### src/rtl/core/bzl_pkg.sv
// ----------------------------------------------------------------------------
// bzl_pkg
// Shared types, constants and helpers for the Bezier link hit test.
// ----------------------------------------------------------------------------
package bzl_pkg;

  // Curve sampling
  localparam int SEGMENTS = 64;
  localparam int SEG_LOG2 = 6;
  localparam int SEG_W    = SEG_LOG2 + 1;
  localparam int RND_SH   = 3 * SEG_LOG2;

  // Datapath widths
  localparam int COORD_W = 18;
  localparam int DIFF_W  = 19;
  localparam int MUL_W   = 20;
  localparam int PROD_W  = 2 * MUL_W;
  localparam int ACC_W   = PROD_W + 1;
  localparam int WGT_W   = RND_SH + 1;
  localparam int U_W     = 17;
  localparam int Q_W     = 16;
  localparam int DIV_W   = 39;
  localparam int DLT_W   = PROD_W - Q_W;

  // Configuration port
  localparam int ADDR_W = 3;
  localparam int DATA_W = 32;
  localparam logic REG_HIT_DIST = 1'b0;
  localparam logic REG_HANDLE   = 1'b1;
  localparam logic [7:0] HIT_DIST_RST = 8'd10;
  localparam logic [7:0] HANDLE_RST   = 8'd60;

  typedef logic signed [COORD_W-1:0] coord_t;
  typedef logic signed [DIFF_W-1:0]  diff_t;
  typedef logic signed [MUL_W-1:0]   mul_op_t;
  typedef logic signed [PROD_W-1:0]  prod_t;
  typedef logic signed [ACC_W-1:0]   acc_t;
  typedef logic        [WGT_W-1:0]   wgt_t;
  typedef logic signed [DLT_W-1:0]   delta_t;

  typedef enum logic [3:0] {
    ST_IDLE, ST_SETUP, ST_BOX, ST_WEIGHT, ST_SAMPLE, ST_ROUND, ST_DIFF,
    ST_DOT, ST_DECIDE, ST_DIVIDE, ST_DIST, ST_NEXT, ST_DONE
  } state_t;

  // Bernstein sum to sample coordinate, round half up
  function automatic coord_t round_sample(acc_t a);
    acc_t t;
    t = a + (acc_t'(1) <<< (RND_SH - 1));
    return t[RND_SH+COORD_W-1:RND_SH];
  endfunction

  // Q16 value to integer, truncated toward zero
  function automatic delta_t trunc_q16(prod_t v);
    delta_t q;
    q = v[PROD_W-1:Q_W];
    if (v[PROD_W-1] && (v[Q_W-1:0] != '0)) q = q + delta_t'(1);
    return q;
  endfunction

endpackage

### src/rtl/core/bzl_div.sv
// ----------------------------------------------------------------------------
// bzl_div
// Restoring divider, one quotient bit per cycle: floor(num * 2^16 / den)
// for 0 < num < den.
// ----------------------------------------------------------------------------
module bzl_div (
  input  logic                      clk,
  input  logic                      rst,
  input  logic                      start,
  input  logic [bzl_pkg::DIV_W-1:0] num,
  input  logic [bzl_pkg::DIV_W-1:0] den,
  output logic                      busy,
  output logic                      done,
  output logic [bzl_pkg::Q_W-1:0]   quot
);
  import bzl_pkg::*;

  logic [DIV_W:0]   rem;
  logic [DIV_W-1:0] dvs;
  logic [4:0]       cnt;
  logic [DIV_W:0]   rem_sh;
  logic             fits;

  // One trial subtract per cycle
  assign rem_sh = {rem[DIV_W-1:0], 1'b0};
  assign fits   = rem_sh >= {1'b0, dvs};

  // Control
  always_ff @(posedge clk) begin
    if (rst) begin
      cnt  <= '0;
      busy <= 1'b0;
      done <= 1'b0;
    end else begin
      done <= busy && (cnt == 5'd1);
      if (start) begin
        cnt  <= 5'(Q_W);
        busy <= 1'b1;
      end else if (busy) begin
        cnt  <= cnt - 5'd1;
        busy <= cnt != 5'd1;
      end
    end
  end

  // Datapath
  always_ff @(posedge clk) begin
    if (start) begin
      rem  <= {1'b0, num};
      dvs  <= den;
      quot <= '0;
    end else if (busy) begin
      rem  <= fits ? (rem_sh - {1'b0, dvs}) : rem_sh;
      quot <= {quot[Q_W-2:0], fits};
    end
  end

endmodule

### config.mk
export PLATFORM = sky130hd
export DESIGN_NAME = bzl_div
export DESIGN_NICKNAME = d
export VERILOG_FILES = /design/src/rtl/core/bzl_pkg.sv /design/src/rtl/core/bzl_div.sv
export SDC_FILE = /design/constraint.sdc
export NUM_CORES = 1
export LEC_CHECK = 0
export ABC_AREA = 1
export BUFFER_PORTS_ARGS = -buffer_cell sky130_fd_sc_hd__buf_4
export CORE_MARGIN = 1.5
export CORE_UTILIZATION = 30
export CTS_CLUSTER_SIZE = 20
export DETAILED_ROUTE_END_ITERATION = 7
export GPL_TIMING_DRIVEN = 0
export HOLD_SLACK_MARGIN = 0.08
export PLACE_DENSITY = 0.46
export SLEW_MARGIN = 20
export SYNTH_ARGS = -nofsm -noshare
export SYNTH_HDL_FRONTEND = slang
export SYNTH_SLANG_ARGS = --single-unit
### constraint.sdc
create_clock -name clk -period 3.75 [get_ports clk]
set_clock_uncertainty 0.15 [all_clocks]
set_input_delay 0.5625 -clock clk [delete_from_list [all_inputs] [get_ports clk]]
set_output_delay 0.5625 -clock clk [all_outputs]
set_load 0.01 [all_outputs]
======== After elaboration in Yosys (flattened, before gate mapping) ========
Cells that the tools add are included.
operators by class
  add/sub/neg operators ................... 2
  mux-type cells .......................... 7
  reductions and logical operators ........ 3
  $lt $le $gt $ge ......................... 1
  eq/ne operators ......................... 2
operators with widths
  cell                                                   count
  2-to-1 mux 39 bit                                      3
  >= comparator 40 x 39 -> 1 bit                         1
  subtractor 39 bit                                      1
  2-to-1 mux 5 bit                                       2
  == test 5 x 1 -> 1 bit, second input constant          1
  inequality test 5 x 1 -> 1 bit, second input constant  1
  subtractor 5 x 1 -> 5 bit, second input constant       1
  2-to-1 mux 1 bit                                       2
  nonzero test 2 bit                                     1
  OR reduction 2 bit                                     1
  logical AND 1 bit                                      1
storage, ports and cells
  register bits ........................... 101
  output and inout port bits .............. 18
  word-level logic and storage cells ...... 22
  input port bits ......................... 81

======== Depth between registers and ports, before layout ========
Gate-level depths: netlist of run 1.
  depth in word-level cells ............... 4
  depth in mapped cells ................... 17
  depth with buffers taken out ............ 17

======== Worst setup path before layout of run 1 ========
Ideal clock, no wire load.
  kind .................................... input-to-reg
  start ................................... in start
  end ..................................... reg rem[0] (enable)
  arrival time ............................ 2320 ps
  stages on the path ...................... 4
  setup slack ............................. 861 ps
  path buffers ............................ 2
  library setup time ...................... 419 ps
  required time ........................... 3181 ps
  cells stage by stage .................... clkbuf_1 -> nor2_1 -> inv_1 -> buf_1
between the ends
  cells in the longest elaborated chain, start to end .. 1
RTL lines
  what                                 RTL line       text
  start, declared                      bzl_div.sv:9   input logic start,
  nonzero test 2 bit (no source line)  --
  end signal, assigned                 bzl_div.sv:49  rem <= {1'b0, num};
  end signal, assigned                 bzl_div.sv:53  rem <= fits ? (rem_sh - {1'b0, dvs}) : rem_sh;
  end, declared                        bzl_div.sv:18  logic [DIV_W:0] rem;
Every way passes these cells.
A chain may end at the register's enable or synchronous reset.

======== Worst setup path after layout of run 1 ========
  start ................................... reg rem[17]
  end ..................................... reg rem[27], data pin
between the ends
  cells in the longest elaborated chain, start to end .. 4
  elaborated cells on any way between the ends .. 5
  classes of those cells .................. 1 x add/sub; 1 x order compare; 3 x mux
RTL lines
  what                                                                 RTL line                      text
  subtractor 39 bit or >= comparator 40 x 39 -> 1 bit (tied branches)  bzl_div.sv:53, bzl_div.sv:26
  2-to-1 mux 39 bit (*)                                                bzl_div.sv:53
  2-to-1 mux 39 bit (*)                                                bzl_div.sv:52                 end else if (busy) begin
  2-to-1 mux 39 bit (*)                                                bzl_div.sv:48                 if (start) begin
Every way passes the cells marked *; elsewhere a longest branch is shown, timed or not. The select of a mux whose other input is x is not followed.

==> impl_metrics.json, run 1 <==
{
  "globalRouteTotalUtil_pct": 18.2,
  "synth_area_mm2": 0.00736,
  "slew_viol_final": 0,
  "synth_edf_count": 78,
  "cp_max_fo": 10,
  "status": "finished, final reports clean",
  "htreeDepth": 3,
  "cts_tree": "yes",
  "core-area_mm2": 0.0242,
  "grt_pass1_wl_um": 35800,
  "critPathKind": "flip-flop to flip-flop",
  "clock_latency_ns": 0.36,
  "yosys.area_share.simple_pct": 35.4,
  "clock.fmax_mhz": 339,
  "power_density_mw_per_mm2": 510,
  "async_flop_share_pct": 0,
  "synth_cells": 1084,
  "r2r_cells": 11,
  "wl_met1_um": 11200,
  "hold_violations": 0,
  "antenna_left": 0,
  "peakVddDrop_mv": 0.270,
  "ys.warnings.count": 0,
  "rsz0062_at_grt": "no",
  "place.gp.congestion": 0.959,
  "whs_ns": 0.217,
  "synth_xor_area_share_pct": 2.26,
  "worstPathRequired_ns": 3.73,
  "routedWlPerCell_um": 14.9,
  "nNetsFinal": 1317,
  "portBuffers": 98,
  "critPathCaptureType": "flip-flop",
  "post-route-period-util_pct": 78.8,
  "first_iter_violations": 317,
  "p_leak_nw": 4.51,
  "grt_overflow": 0,
  "worst_slew_pin_slew_ns": 0.705,
  "setup_viol": 0,
  "cts_setup_buffers": 0,
  "cts_hold_buf": 0,
  "route.met2.wl_um": 9980,
  "area_growth_pct": 19.7,
  "clockBufferDepth": 2,
  "final.min_clock_period_ns": 2.95,
  "num_vias": 6773,
  "fillCellCount": 2662,
  "drc_errors": 0,
  "die_h_um": 160,
  "met3_length_um": 1140,
  "routed.top_layer": "met4",
  "muxShareOfSynthArea_pct": 0,
  "cts_inserted_buffers": 9,
  "whs_path_depth": 1,
  "drive_gt1_share_pct": 11.8,
  "avgSynthCellArea_um2": 6.79,
  "synth_top_family_by_area": "simple AND/OR/NAND/NOR gates",
  "relSlewSlack_pct": 53.0,
  "wirelength_um": 22600,
  "clkSinkCount": 101,
  "grt_pass1_vias": 6790,
  "die_w_um": 160,
  "synth_seq_cells": 101,
  "yosysSeqAreaShare_pct": 38.1,
  "arrival_ns": 2.93,
  "start_kind": "flip-flop",
  "stdcell_count": 1523,
  "antenna_found_initial": 0,
  "maxCapViolations": 0,
  "hp-class": "primary input to flip-flop",
  "viasPerCell": 4.45,
  "die-area_mm2": 0.0255,
  "grt_max_degree": 42,
  "synth_ff_type": "edfxtp_1",
  "setup-tns-final_ns": 0,
  "synth_compound_area_share_pct": 5.97,
  "clkTransAtPathRegs_ns": 0.09,
  "synth_nets": 1207,
  "io_pins": 99,
  "num_rows": 57,
  "synth_cell_type_count": 39,
  "dp_cells": 1507,
  "hpwlAfterDp_um": 18400,
  "cts-resized-gates": 0,
  "drt-pass1-iter-count": 5,
  "root_buffer": "clkbuf_16",
  "insertedDiodeCount": 0,
  "start_util_pct": 30.4,
  "synth-adder-area-share_pct": 7.24
}
==> flip-flops by register name (all words and copies together) (netlist names) <==
| name | count |
|---|---|
| done | 1 |
| dvs | 39 |
| rem | 39 |
| quot | 16 |
| busy | 1 |
| cnt | 5 |
==> synthesized netlist by cell type (all sizes together) (8+ instances only) <==
master  count  area [um2]
nand3      51         265
ha         41         513
o21ai      20         100
nand2     415        1570
o22ai      13        81.3
o21bai      8        60.1
a21oi      33         169
inv       188         706
nand4      10        77.6
dfxtp      23         460
edfxtp     78        2340
buf        11        78.8
clkbuf      8        30.0
nand3b      8        60.1
xnor2      17         149
nor2      137         537
==> kinds of logic after synthesis <==
family                   after synthesis
XOR/XNOR                              19
AND/OR/NAND/NOR                      637
adder cells (fa/ha/maj)               42
flip-flops                           101
AO/OA/AOI/OAI                         78
buffers and inverters                207
==> placed cells by master, fill, tap and decap left out, types with 17 or more instances in the layout <==
| master | count |
|---|---|
| ha_1 | 41 |
| xnor2_1 | 17 |
| inv_1 | 186 |
| nor2_1 | 130 |
| dfxtp_1 | 23 |
| buf_4 | 102 |
| nand2_1 | 411 |
| edfxtp_1 | 78 |
| nand3_1 | 49 |
| a21oi_1 | 32 |
==> final cells by class <==
type                    count  area, um2  area share, %
multi-input cells         776       3740           42.5
flip-flops and latches    101       2800           31.8
repair buffers             99        763           8.66
inverters                 188        706           8.01
well taps                 324        405           4.60
clock buffers              10        229           2.60
plain buffers              19        110           1.25
clock inverters             6       53.8          0.610
==> routing by layer <==
layer | vias up | global-route usage (%)
met2 | 149 | 29.6
li1 | 3591 | -
met5 | - | 0
met1 | 3013 | 24.9
met3 | 20 | 3.38
met4 | 0 | 4.63
==> power breakdown <==
part / total (W) / internal [W] / switching [W]
Clock: 0.000944 / 0.000465 / 0.000479
Sequential: 0.00146 / 0.00139 / 0.0000738
Combinational: 0.00210 / 0.000736 / 0.00136
==> worst paths after layout <==
check / slack [ns] / start / to
hold reg to reg: 0.32 / cnt[4] / cnt[4]
setup reg to reg: 0.80 / rem[17] / rem[27]
hold / removal: 0.22 / den[3] / dvs[3]
setup / recovery: 0.80 / rem[17] / rem[27]
==> critical path, cell delays in order (launching register included) <==
cell and delay [ns]:
edfxtp_1 0.48, ha_1 0.42, nand2_1 0.12, nor2_2 0.18, nand2_1 0.11, nor2_1 0.21
nand3_2 0.21, nand4_4 0.27, buf_4 0.26, nand2_1 0.16, nand2_1 0.10, nand2_1 0.04
==> through the flow <==
step	worst slack, ns	total power (W)	area (um2)	util [%]
after floorplan	0.861	0.00294	7360	-
after global placement	-1.02	0.00357	8500	35.2
after detailed placement	0.345	0.00357	8530	35.3
after CTS	0.734	0.00454	8810	36.5
after global routing	0.600	0.00485	8810	36.5
final	0.796	0.00450	8810	36.5
Note: power is estimated with default switching activity, not from simulation.
==> inputs of run 2 (changes only) <==
ABC_AREA = 0   (was 1)
PLACE_DENSITY = 0.48   (was 0.46)
clock period = 2.6 ns   (was 3.75 ns; I/O delays follow)
==> run 2 against run 1 <==
The run now ends with setup timing left. Largest cell class unchanged. Critical endpoint is now rem[2]. Highest routed layer unchanged. Largest power group unchanged. Wire length decreased by 2.7%. Register-to-register slack got worse by 1.3 ns. Critical path depth increased by 1.
==> impl_metrics.json, run 2 <==
{
  "synth_cells": 688,
  "critPathCaptureType": "flip-flop",
  "whs_ns": 0.146,
  "yosysMostFrequentCell": "edfxtp_1",
  "critPathKind": "flip-flop to flip-flop",
  "die_w_um": 150,
  "violations": "setup timing",
  "grt_overflow": 0,
  "slew_viol_final": 0,
  "arrival_ns": 3.07,
  "grt_max_degree": 41,
  "worst_slew_pin_slew_ns": 0.844,
  "cp_max_fo": 6,
  "final_common_cell": "buf_4",
  "worstPathRequired_ns": 2.56,
  "multi_input_area_mm2": 0.00411,
  "start_util_pct": 30.7,
  "dp_slack_ns": -1.49,
  "synth_edf_count": 78,
  "clkSinkCount": 101,
  "avgSynthCellArea_um2": 9.41,
  "drive_gt1_share_pct": 35.9,
  "ys.warnings.count": 0,
  "path_cells": "ha_4 > a21o_1 > o21bai_4 > a221oi_4 > a21oi_4 > a311oi_4 > buf_6 > buf_12 > buf_6 > nor2_4 > a21oi_2 > o21ai_1",
  "drt-pass1-iter-count": 5,
  "cts_tree": "yes",
  "globalRouteTotalUtil_pct": 20.0,
  "critical_path.most_common_cell": "buf_6",
  "status": "finished with violations",
  "p_leak_nw": 3.88,
  "netlist_top_cells_area": "edfxtp_1, ha_1, dfxtp_1",
  "register_area_mm2": 0.00280,
  "synth_seq_cells": 101,
  "root_buffer": "clkbuf_16",
  "antenna_left": 0,
  "area_growth_pct": 50.0,
  "clock.fmax_mhz": 321,
  "synthTopCellsByCount": "edfxtp_1, a21oi_1, nor2_1",
  "yosys.area.top_type_share_pct": 36.2,
  "whs_path_depth": 2,
  "r2r_cells": 12,
  "clockBufferDepth": 2,
  "yosysSeqAreaShare_pct": 43.3,
  "num_vias": 6042,
  "synth_top_cell_by_area": "edfxtp_1",
  "final_cell_area_mm2": 0.00970,
  "synth_ff_type": "edfxtp_1",
  "routedWlPerCell_um": 18.9,
  "htreeDepth": 3,
  "peakVddDrop_mv": 0.378,
  "die_h_um": 150,
  "final.min_clock_period_ns": 3.11,
  "synth_cell_type_count": 58,
  "relSlewSlack_pct": 43.7,
  "wirelength_um": 22000,
  "place.gp.congestion": 0.896,
  "final_cell_mix": "buf_4, edfxtp_1, inv_1, nor2_1, a21oi_1",
  "num_rows": 53,
  "antenna_found_initial": 0,
  "post-route-period-util_pct": 120,
  "fin_total_pwr_w": 0.00788,
  "viasPerCell": 5.18,
  "die-area_mm2": 0.0225,
  "power_density_mw_per_mm2": 812,
  "slowest_delay_ns": 0.45,
  "fin_ws_ns": -0.515,
  "drc_errors": 0,
  "fillCellCount": 2058,
  "synth_area_mm2": 0.00647,
  "first_iter_violations": 342,
  "post-route-util_pct": 46.0,
  "clkTransAtPathRegs_ns": 0.08,
  "insertedDiodeCount": 0,
  "top_regs": "dvs: 39 flops, rem: 39 flops, quot: 16 flops",
  "clock_latency_ns": 0.37,
  "core-area_mm2": 0.0211,
  "cts_inserted_buffers": 9,
  "async_flop_share_pct": 0,
  "crit_path_top_delay_cell": "a311oi_4",
  "io_pins": 99,
  "rsz0062_at_grt": "yes",
  "place_area_mm2": 0.00779,
  "setup_viol": 40,
  "maxCapViolations": 0,
  "hp-class": "primary input to flip-flop",
  "nNetsFinal": 1010,
  "hold_violations": 0,
  "synth_nets": 811,
  "portBuffers": 98,
  "grt_pass1_vias": 6114,
  "start_kind": "flip-flop",
  "r2r_setup_slack_ns": -0.51,
  "hpwlAfterDp_um": 14600,
  "grt_pass1_wl_um": 34000
}
run 2: cell types whose count changed in the layout (fill, tap and decap cells not counted), sizes merged, moves of 15 or more:
cell,change
inv,-134
o21ai,+19
nor2,-76
nand2,-364
nand3,-44
o21a,+23
nor3,+15
mux2i,+20
a211oi,+22
buf,+53
dlygate4sd3,+40
a21oi,+30
run 2: timing repair:
action / 4_1_cts / 5_1_grt
endpoints found under the setup margin: 97 / 94
hold endpoints to repair: 43 / 0
pin swaps: 45 / 33
setup buffers: 33 / 18
gates cloned: 4 / 1
resized for setup: 122 / 59
hold buffers: 40 / 0
run 2: kinds of logic after synthesis:
kind of cell / after synthesis / share of synthesized area, %
adder cells (fa/ha/maj): 42 / 8.24
buffers and inverters: 90 / 5.59
AO/OA/AOI/OAI: 213 / 21.7
XOR/XNOR: 27 / 3.65
flip-flops: 101 / 43.3
multiplexers: 20 / 3.09
AND/OR/NAND/NOR: 195 / 14.4
run 2: cell type report:
type	count	area share [%]
Timing Repair Buffer	193	17.1
Clock inverter	7	0.851
Sequential cell	101	28.9
Multi-Input combinational cell	498	42.4
Tap cell	275	3.55
Buffer	28	2.71
Inverter	56	2.17
Clock buffer	9	2.32
run 2: where the power goes:
| group | leakage [nW] | total [W] | internal, W | switching (W) |
|---|---|---|---|---|
| sequential | 0.956 | 0.00218 | 0.00203 | 0.000149 |
| clock | 0.150 | 0.00140 | 0.000686 | 0.000714 |
| combinational | 2.77 | 0.00430 | 0.00203 | 0.00227 |
| total | 3.88 | 0.00788 | 0.00475 | 0.00313 |
run 2: routing by layer:
layer	vias to the layer above	routed length, um	GRT usage [%]
met3	22	1280	4.21
met1	2912	10200	27.1
met4	0	384	6.57
li1	2929	-	-
met2	179	10200	31.4
met5	-	0	0
run 2: worst paths after layout:
| path | start | endpoint |
|---|---|---|
| hold reg to reg | cnt[1] | cnt[1] |
| hold / removal | num[24] | rem[24] |
| setup / recovery | rem[10] | rem[2] |
| setup reg to reg | rem[10] | rem[2] |
run 2: critical path: cells and delay by family (launching register included):
family | cells | cell delay [ns]
AOI/OAI and AO/OA | 7 | 1.47
adders and majority gates | 1 | 0.28
buffers and inverters | 3 | 0.47
DFF | 1 | 0.44
and+or+nand+nor | 1 | 0.03
run 2: through the flow:
stage | cells | setup TNS (ns)
after global routing | 1167 | -22.29
final | 1167 | -17.93
after global placement | 1061 | -95.39
after CTS | 1151 | -16.81
after detailed placement | 1061 | -99.64
after floorplan | 688 | -4.70
==> inputs of run 3 (changes only) <==
BUFFER_PORTS_ARGS = -buffer_cell sky130_fd_sc_hd__buf_2   (was -buffer_cell sky130_fd_sc_hd__buf_4)
==> run 3 against run 2 <==
The run still ends with setup timing left. Wire length up 1.1%. Via count up 0.84%. Maximum frequency down 0.39%. Sequential power about the same. Critical path type unchanged.
==> impl_metrics.json, run 3 (synthesized netlist as in run 2, its figures left out) <==
{
  "status": "finished with violations",
  "violations": "setup timing",
  "die_h_um": 150,
  "clkTransAtPathRegs_ns": 0.09,
  "critPathKind": "flip-flop to flip-flop",
  "start_kind": "flip-flop",
  "power_density_mw_per_mm2": 823,
  "root_buffer": "clkbuf_16",
  "nNetsFinal": 1009,
  "insertedDiodeCount": 0,
  "drive_gt1_share_pct": 35.8,
  "grt_overflow": 0,
  "grt_max_degree": 41,
  "place_area_mm2": 0.00755,
  "clock.fmax_mhz": 320,
  "htreeDepth": 3,
  "dp_slack_ns": -1.91,
  "hp-class": "primary input to flip-flop",
  "antenna_left": 0,
  "start_util_pct": 30.7,
  "arrival_ns": 3.09,
  "area_growth_pct": 46.0,
  "met2_usage_pct": 31.1,
  "num_rows": 53,
  "drt-pass1-iter-count": 5,
  "worst_slew_pin_slew_ns": 0.805,
  "place.gp.congestion": 0.867,
  "hpwlAfterDp_um": 14700,
  "clock_latency_ns": 0.37,
  "core-area_mm2": 0.0211,
  "critPathCaptureType": "flip-flop",
  "antenna_found_initial": 0,
  "viasPerCell": 5.23,
  "grt_pass1_vias": 6068,
  "grt_pass1_wl_um": 33500,
  "clockBufferDepth": 2,
  "final.min_clock_period_ns": 3.13,
  "peakVddDrop_mv": 0.331,
  "num_vias": 6093,
  "cp_max_fo": 6,
  "clkSinkCount": 101,
  "cts_inserted_buffers": 9,
  "r2r_setup_slack_ns": -0.53,
  "post-route-util_pct": 44.8,
  "portBuffers": 98,
  "fin_ws_ns": -0.527,
  "die_w_um": 150,
  "startpoint": "rem[18]",
  "setup_viol": 40,
  "grt_use_met3_pct": 3.93,
  "routedWlPerCell_um": 19.1,
  "r2r_cells": 11,
  "gr-max-usage-layer": "met2",
  "slew_viol_final": 0,
  "relSlewSlack_pct": 46.3,
  "setup.worst_path.end": "rem[33]",
  "p_leak_nw": 3.77,
  "worstPathRequired_ns": 2.57,
  "rr_startpoint": "rem[18]",
  "final_cell_mix": "buf_2, edfxtp_1, nor2_1, inv_1, nand2_1",
  "fin_total_pwr_w": 0.00777,
  "first_iter_violations": 366,
  "rsz0062_at_grt": "yes",
  "setup-tns-final_ns": -16.34,
  "die-area_mm2": 0.0225,
  "hold_violations": 0,
  "timing.rr.end": "rem[33]",
  "whs_path_depth": 2,
  "final_common_cell": "buf_2",
  "wirelength_um": 22300,
  "globalRouteTotalUtil_pct": 19.7,
  "cts_tree": "yes",
  "post-route-period-util_pct": 120,
  "met1_usage_pct": 27.5,
  "drc_errors": 0,
  "top_regs": "dvs: 39 flops, rem: 39 flops, quot: 16 flops",
  "maxCapViolations": 0,
  "final_cell_area_mm2": 0.00945,
  "io_pins": 99
}
==> run 3: worst min path at each step <==
stage / slack (ns) / to / startpoint
6_report: 0.14 / cnt[4] / rst
5_1_grt: 0.13 / cnt[4] / rst
4_1_cts: 0.12 / cnt[4] / rst
3_5_place_dp: 0.34 / quot[15] / quot[15]
3_3_place_gp: 0.33 / quot[15] / quot[15]
2_1_floorplan: 0.31 / cnt[4] / rst
==> run 3: repair_timing <==
item | in CTS | in global routing
hold endpoints to repair | 39 | 0
resized for setup | 111 | 74
endpoints found under the setup margin | 98 | 89
hold buffers | 39 | 0
buffers inserted | 34 | 19
pin swaps | 47 | 41
cloned | 6 | 0
==> run 3: layout make-up <==
type                       count  area [um2]
buffer                        28         224
clock buffer                   9         225
clock inverter                 7        66.3
fill                        2108       11600
inverter                      56         210
multi-input combinational    499        4200
sequential                   101        2800
tap                          275         344
timing repair buffer         191        1370
==> run 3: metrics by stage <==
stage / std cells / hold WS [ns]
6_report: 1166 / 0.136
5_1_grt: 1166 / 0.130
4_1_cts: 1152 / 0.120
3_5_place_dp: 1061 / 0.336
3_3_place_gp: 1061 / 0.333
2_1_floorplan: 688 / 0.309
==> run 3: where the power goes <==
part	internal, W	switching, W
Clock	0.000677	0.000719
Sequential	0.00203	0.000166
Combinational	0.00192	0.00225
==> run 3: worst max-delay path, cell delays in order, from the launching register on <==
cell and delay, ns:
edfxtp_1 0.45, ha_4 0.31, nand4_4 0.13, or4_4 0.60
o21bai_4 0.22, a21oi_4 0.20, a311oi_4 0.09, buf_6 0.19
buf_6 0.12, nor3_4 0.16, nand3_1 0.08, nor3b_2 0.17
==> run 3: metal layers <==
layer | up-vias | share of wire, %
met4 | 0 | 1.8
met2 | 197 | 46
li1 | 2932 | -
met5 | - | 0
met3 | 22 | 5.4
met1 | 2942 | 47
